File: src/assert_macros.svh
// Assertion helpers shared by the RTL
`ifndef ASSERT_MACROS_SVH
`define ASSERT_MACROS_SVH

// Same-cycle implication, disabled during reset
`define SGNL_ASSERT_IMP(lbl, clk_s, rstn_s, ante, cons) \
    lbl: assert property (@(posedge clk_s) disable iff (!rstn_s) (ante) |-> (cons)) \
        else $error("sgnl assertion failed");

// Next-cycle implication, disabled during reset
`define SGNL_ASSERT_NXT(lbl, clk_s, rstn_s, ante, cons) \
    lbl: assert property (@(posedge clk_s) disable iff (!rstn_s) (ante) |=> (cons)) \
        else $error("sgnl assertion failed");

`endif

File: src/sgnl_pkg.sv
package sgnl_pkg;

    localparam int MAX_ROWS_DEF = 16;
    localparam int MAX_COLS_DEF = 32;

    // operation codes
    localparam logic [1:0] OP_LOAD    = 2'd0;
    localparam logic [1:0] OP_QUERY   = 2'd1;
    localparam logic [1:0] OP_DESTROY = 2'd2;

    // result kinds
    localparam logic [1:0] KIND_LOAD_ACK    = 2'd0;
    localparam logic [1:0] KIND_HIT         = 2'd1;
    localparam logic [1:0] KIND_NONE        = 2'd2;
    localparam logic [1:0] KIND_DESTROY_ACK = 2'd3;

    // status codes
    localparam logic [1:0] ST_OK    = 2'd0;
    localparam logic [1:0] ST_FULL  = 2'd1;
    localparam logic [1:0] ST_RANGE = 2'd2;

    // controller to datapath
    typedef struct packed {
        logic latch;
        logic load;
        logic q_none;
        logic rs_init;
        logic rs_step;
        logic rs_end;
        logic cs_init;
        logic cs_addr;
        logic cs_cmp;
        logic emit_r;
        logic emit_l;
        logic next_row;
        logic d_check;
        logic d_rd;
        logic d_wr;
        logic d_fin;
    } cmd_t;

    // datapath to controller
    typedef struct packed {
        logic [1:0] op;
        logic       table_empty;
        logic       srch_zero;
        logic       single_hit;
        logic       row_pending;
        logic       d_bad;
        logic       d_shift_done;
    } sts_t;

endpackage

File: src/sgnl_ctrl.sv
module sgnl_ctrl (
    input  logic              clk,
    input  logic              rst_n,
    input  logic              start,
    input  sgnl_pkg::sts_t    sts,
    output sgnl_pkg::cmd_t    cmd,
    output logic              busy
);

    localparam logic [3:0] S_IDLE     = 4'd0;
    localparam logic [3:0] S_DISPATCH = 4'd1;
    localparam logic [3:0] S_RS_STEP  = 4'd2;
    localparam logic [3:0] S_RS_END   = 4'd3;
    localparam logic [3:0] S_CS_INIT  = 4'd4;
    localparam logic [3:0] S_CS_ADDR  = 4'd5;
    localparam logic [3:0] S_CS_CMP   = 4'd6;
    localparam logic [3:0] S_EMIT_R   = 4'd7;
    localparam logic [3:0] S_EMIT_L   = 4'd8;
    localparam logic [3:0] S_NEXT_ROW = 4'd9;
    localparam logic [3:0] S_D_CHECK  = 4'd10;
    localparam logic [3:0] S_D_LOOP   = 4'd11;
    localparam logic [3:0] S_D_WR     = 4'd12;
    localparam logic [3:0] S_D_FIN    = 4'd13;

    logic [3:0] state_reg, state_next;

    assign busy = (state_reg != S_IDLE);

    // state register
    always_ff @(posedge clk or negedge rst_n)
    begin
        if (!rst_n)
        begin
            state_reg <= S_IDLE;
        end
        else
        begin
            state_reg <= state_next;
        end
    end

    // next state and commands
    always_comb
    begin
        cmd        = '0;
        state_next = state_reg;
        unique case (state_reg)
            S_IDLE:
            begin
                if (start)
                begin
                    cmd.latch  = 1'b1;
                    state_next = S_DISPATCH;
                end
            end
            S_DISPATCH:
            begin
                unique case (sts.op)
                    sgnl_pkg::OP_LOAD:
                    begin
                        cmd.load   = 1'b1;
                        state_next = S_IDLE;
                    end
                    sgnl_pkg::OP_QUERY:
                    begin
                        if (sts.table_empty)
                        begin
                            cmd.q_none = 1'b1;
                            state_next = S_IDLE;
                        end
                        else
                        begin
                            cmd.rs_init = 1'b1;
                            state_next  = S_RS_STEP;
                        end
                    end
                    sgnl_pkg::OP_DESTROY:
                    begin
                        state_next = S_D_CHECK;
                    end
                    default:
                    begin
                        state_next = S_IDLE;
                    end
                endcase
            end
            S_RS_STEP:
            begin
                if (sts.srch_zero)
                begin
                    state_next = S_RS_END;
                end
                else
                begin
                    cmd.rs_step = 1'b1;
                end
            end
            S_RS_END:
            begin
                cmd.rs_end = 1'b1;
                state_next = S_CS_INIT;
            end
            S_CS_INIT:
            begin
                cmd.cs_init = 1'b1;
                state_next  = S_CS_ADDR;
            end
            S_CS_ADDR:
            begin
                if (sts.srch_zero)
                begin
                    state_next = S_EMIT_R;
                end
                else
                begin
                    cmd.cs_addr = 1'b1;
                    state_next  = S_CS_CMP;
                end
            end
            S_CS_CMP:
            begin
                cmd.cs_cmp = 1'b1;
                state_next = S_CS_ADDR;
            end
            S_EMIT_R:
            begin
                cmd.emit_r = 1'b1;
                if (!sts.single_hit)
                begin
                    state_next = S_EMIT_L;
                end
                else if (sts.row_pending)
                begin
                    state_next = S_NEXT_ROW;
                end
                else
                begin
                    state_next = S_IDLE;
                end
            end
            S_EMIT_L:
            begin
                cmd.emit_l = 1'b1;
                state_next = sts.row_pending ? S_NEXT_ROW : S_IDLE;
            end
            S_NEXT_ROW:
            begin
                cmd.next_row = 1'b1;
                state_next   = S_CS_INIT;
            end
            S_D_CHECK:
            begin
                cmd.d_check = 1'b1;
                state_next  = sts.d_bad ? S_IDLE : S_D_LOOP;
            end
            S_D_LOOP:
            begin
                if (sts.d_shift_done)
                begin
                    state_next = S_D_FIN;
                end
                else
                begin
                    cmd.d_rd   = 1'b1;
                    state_next = S_D_WR;
                end
            end
            S_D_WR:
            begin
                cmd.d_wr   = 1'b1;
                state_next = S_D_LOOP;
            end
            S_D_FIN:
            begin
                cmd.d_fin  = 1'b1;
                state_next = S_IDLE;
            end
            default:
            begin
                state_next = S_IDLE;
            end
        endcase
    end

endmodule

File: config.mk
export PLATFORM = sky130hd
export DESIGN_NAME = sgnl_ctrl
export DESIGN_NICKNAME = d
export VERILOG_FILES = /design/src/assert_macros.svh /design/src/sgnl_pkg.sv /design/src/sgnl_ctrl.sv
export SDC_FILE = /design/constraint.sdc
export NUM_CORES = 1
export LEC_CHECK = 0
export BUFFER_PORTS_ARGS = -buffer_cell sky130_fd_sc_hd__buf_2
export CORE_MARGIN = 8
export CORE_UTILIZATION = 30
export DETAILED_ROUTE_END_ITERATION = 10
export PLACE_DENSITY_LB_ADDON = 0.25
export SETUP_SLACK_MARGIN = 0.1
export SLEW_MARGIN = 30
export SYNTH_ARGS = -nofsm -noshare
export SYNTH_HDL_FRONTEND = slang
export SYNTH_SLANG_ARGS = --single-unit
File: constraint.sdc
create_clock -name clk -period 2.2 [get_ports clk]
set_clock_uncertainty 0.15 [all_clocks]
set_input_delay 0.44 -clock clk [delete_from_list [all_inputs] [get_ports clk]]
set_output_delay 0.44 -clock clk [all_outputs]
set_load 0.01 [all_outputs]
# Yosys cells after proc, flatten, opt, wreduce, memory -nomap -nowiden
# Cells that the tools add are included.
[word_totals]
register_bits = 4
inputBits = 11
out_inout_bits = 17
elab_cells = 55
[op_classes]
eq_ne = 17
mux = 31
reduce_logical = 6
[op_table]
columns = ["cell", "count"]
rows = [
  ["case mux 4 bit (11 select lines)", 1],
  ["== test 4 bit, second input constant", 6],
  ["two-way mux 1 bit", 21],
  ["two-way mux 4 bit", 5],
  ["== test 4 x 3 -> 1 bit, second input constant", 4],
  ["== test 4 x 2 -> 1 bit, second input constant", 2],
  ["case mux 4 bit (2 select lines)", 1],
  ["== test 4 x 1 -> 1 bit, second input constant", 1],
  ["zero test 4 bit", 1],
  ["two-way mux 2 bit", 2],
  ["inequality test 2 bit, second input constant", 2],
  ["nonzero test 4 bit", 1],
  ["OR reduction 2 bit", 2],
  ["two-way mux 3 bit", 1],
  ["== test 2 x 1 -> 1 bit, second input constant", 1],
  ["== test 2 bit, second input constant", 1],
  ["zero test 2 bit", 1],
  ["AND reduction 2 bit", 1],
]

# Longest topological paths before layout
[depth]
word_depth = 3
mapped_depth = 5
ltp_nobuf = 5

# Worst setup path after synthesis
# OpenSTA, ideal clock, no wires.
[synth_timing]
kind = "register -> output"
startpoint = "register state_reg[1]"
endpoint = "output port cmd[12] (netlist name)"
arrival_ps = 1022
required_ps = 1610
setup_slack_ps = 588
stages_incl_launch_ff = 5
n_path_buf = 1
path_cell_list = "dfrtp_1 buf_6 nor3_2 nand3_1 nor2_1"
[synth_lines]
columns = ["item", "line", "rtl"]
rows = [
  ["start: declaration", "sgnl_ctrl.sv:25", "logic [3:0] state_reg, state_next;"],
  ["start signal: assignment", "sgnl_ctrl.sv:38", "state_reg <= state_next;"],
  ["end: declaration", "sgnl_ctrl.sv:6", "output sgnl_pkg::cmd_t cmd,"],
]

==> flow_results.org <==
** Outcome
- The flow ran to the end, and the final reports show no timing, DRC or antenna violations.

** Clock network
- The tree is rooted in a clkbuf_4.
- CTS Buf Count :: 3
- TritonCTS clock tree :: built
- After clock tree synthesis, the clock-pin slew on the worst setup and hold paths is 0.04 ns.
- Counting along the longest clock path gives a buffer depth of 2.
- In this run the number of H-tree levels came out at 1.
- Clock sink count :: 4
- In this run the post-CTS setup repair buffer count came out at 0.
- Clock network latency to the later pin of the worst-skew pair :: 0.24 ns

** Placed design
- Detailed Place HPWL :: 1160 microns
- Worst-case setup slack after placement :: 0.395 ns
- RePlAce Congestion :: 0.814
- Port bufs :: 27

** Job
- Number of max-cap violations :: 0

** Floorplanning
- Horizontal extent of the die :: 55.5 microns
- Height of the die :: 55.5 microns
- In this run the count of I/O pins placed on the die edge is 28.
- Number of standard-cell rows in the floorplan :: 14
- The total area inside the core boundary comes to 1490 sq um.
- For this configuration, the core starts out at a cell density of 31.4%.
- The floorplan step defined a die boundary enclosing 3080 sq um.

** Synthesis
- The number of different library cells used by synthesis comes to 28.
- In this run the cell area of the synthesized design comes to 468 sq um.
- The synthesized design contains 0 enable-type register cells.
- In the synthesized netlist, the number of instances is 66.
- Mapped Nets :: 80
- Synthesis-stage register bit count :: 4
- Average size of a mapped cell :: 7.09 sq um
- During synthesis, Yosys emitted a total of 0 warnings.
- For this run, the leading register cell type out of synthesis is dfrtp_1.
- Asr flop ratio synth :: 100%
- Sequential fraction of the synthesis area :: 21.4%

** Global route
- Initial antenna violation count :: 0
- Global routing consumed, over all layers together, 10.2% of the routing resources.
- The first global-routing pass estimated 2660 microns of wire.
- Entering global routing, the biggest net connects 15 pins.
- Via count of the first global-routing pass :: 558
- GRT Residual Overflow :: 0

** Critical path
- Setup slack of the worst register-to-register path :: 0.65 ns
- Worst setup path startpoint :: state_reg[0]
- Worst path arrival time :: 1.48 ns
- Traced cell by cell, the critical path runs through nand2b_1 > nor4_1 > buf_2.
- On the critical path, the stage with the largest delay is an instance of dfrtp_1.
- CP max stage delay :: 0.52 ns
- Kind of cell adding the most delay to the critical path :: flip-flops
- Nature of the critical path endpoint :: primary output
- The startpoint identified for the worst register-to-register timing path is state_reg[3].
- Critical setup path kind :: reg -> out
- In this run the worst setup path terminates at cmd[11].
- Buffers and inverters on the worst path :: 1
- In this run the worst path has a maximum fanout of 12.
- Data required time at the worst endpoint :: 1.61 ns
- STA classifies the critical path startpoint as a register.
- In this run the critical register-to-register path is captured at state_reg[0].
- The worst register-to-register path has a depth of 4.
- Logic depth of the worst setup path including buffers :: 3

** STA
- Summed over all failing endpoints, the final setup total negative slack is 0 ns.
- After layout, the worst path uses 94.1% of the clock period.
- FMAX :: 483 MHz
- Post-route minimum period :: 2.07 ns
- Final Worst Setup Slack :: 0.129 ns
- Number of failing setup endpoints in the final timing report :: 0
- Setup repair after global routing could not meet its margin everywhere.
- At the pin with the least slew margin, the transition time is 0.399 ns.
- Hold Vio Cnt, Final :: 0
- Max_slew headroom :: 73.4%
- Pins over their slew limit :: 0

** Layout
- Area of combinational cells with multiple inputs :: 319 sq um
- The repair_antennas step left the layout with diodes totalling 0.
- In the final layout, flip-flops and latches occupy 101 sq um.
- Highest-count cells in the layout ignoring fill and taps :: 27 x buf_2, 10 x nor2_1, 5 x inv_1, 5 x nor3_1, 5 x o21ai_0
- Most common library cell in the layout ignoring fill and taps :: buf_2
- Layout overhead on the synthesized area :: 34.0%
- Max FFs per register :: 4
- Total Nets Final :: 109
- Fraction of final layout cells sized beyond drive strength 1 :: 37.6%
- After filler insertion, the fill cell instance count of the layout stands at 171.

** Power
- For this design the static power due to leakage is 0.343 nW.
- In this run the power density over the cells is 1130 nW/um^2.
- Across the VDD grid, the largest voltage drop is 501 uV.
- Sum of internal, switching and leakage power :: 707 uW

** Routing
- Wirelength, routed :: 1470 microns
- The pre-antenna-repair detailed-routing pass consisted of 4 iterations.
- Count of nets left with antenna violations after detail routing :: 0
- After detailed routing, the number of vias per cell comes to 5.17.
- The first routing iteration left 6 violations.
- Number of remaining DRC errors :: 0
- WL/cell :: 13.5 microns
- Summing over every cut layer, the via total after detailed routing is 564.

** Hold path
- HP Class :: in -> async
[area by class of cell]
type                       instances  share of cell area [%]
timing repair buffer              28                    23.2
tap                               16                    3.19
inverter                           5                    2.99
sequential                         4                    16.2
clock buffer                       3                    3.59
multi-input combinational         53                    50.9
[kinds of logic (layout without fill, tap and decap cells)]
family	count (synthesis)	after routing	share of synthesized area, %
buf+inv	9	36	11.0
mux	1	1	2.14
simple gates	35	35	39.0
compound gates	14	14	18.5
fa+ha+maj	3	3	8.02
flops	4	4	21.4
[report_power, final]
| group | total (mW) | internal, mW | switching [mW] |
|---|---|---|---|
| registers | 0.232 | 0.110 | 0.122 |
| clock network | 0.0921 | 0.0611 | 0.0310 |
| logic | 0.383 | 0.165 | 0.219 |
[how the worst min path moves through the flow]
stage | start | endpoint | cells past startpoint | slack [ns]
floorplan | rst_n | state_reg[0] | 0 | -0.006
detailed placement | rst_n | state_reg[3] | 1 | 0.1
global placement | rst_n | state_reg[2] | 1 | 0.1
finish | rst_n | state_reg[0] | 2 | 0.39
CTS | rst_n | state_reg[1] | 2 | 0.38
global route | rst_n | state_reg[0] | 2 | 0.41
[metrics by stage]
step | cell area, sq um | util, % | hold slack [ns] | cells
after global routing | 627 | 42.1 | 0.412 | 109
after CTS | 623 | 41.8 | 0.380 | 109
after global placement | 591 | 39.7 | 0.0970 | 105
after floorplan | 468 | - | -0.00559 | 66
final | 627 | 42.1 | 0.390 | 109
after detailed placement | 591 | 39.7 | 0.0997 | 105
[Yosys cell counts, types with 2 or more instances]
cell type  number  area share (%)
and3_1          2             2.7
buf_2           2             2.1
buf_6           2             4.8
dfrtp_1         4              21
ha_1            3             8.0
inv_1           5             4.0
nand2_1         4             3.2
nand2b_1        5             6.7
nand3_1         2             2.1
nor2_1         10             8.0
nor3_1          5             5.3
nor3_2          2             4.3
o21ai_0         5             5.3
[layer usage]
layer | wire length (microns) | global-route usage [%]
met5 | 0 | 0
met4 | 12 | 3.17
met2 | 574 | 13.1
met3 | 92 | 4.11
met1 | 794 | 14.5
[timing repair]
action	in CTS	in global routing
hold buffers	1	0
hold endpoints to repair	4	0
gates resized for setup	0	2
setup endpoints to repair	0	8
Note: power is estimated with default switching activity, not from simulation.
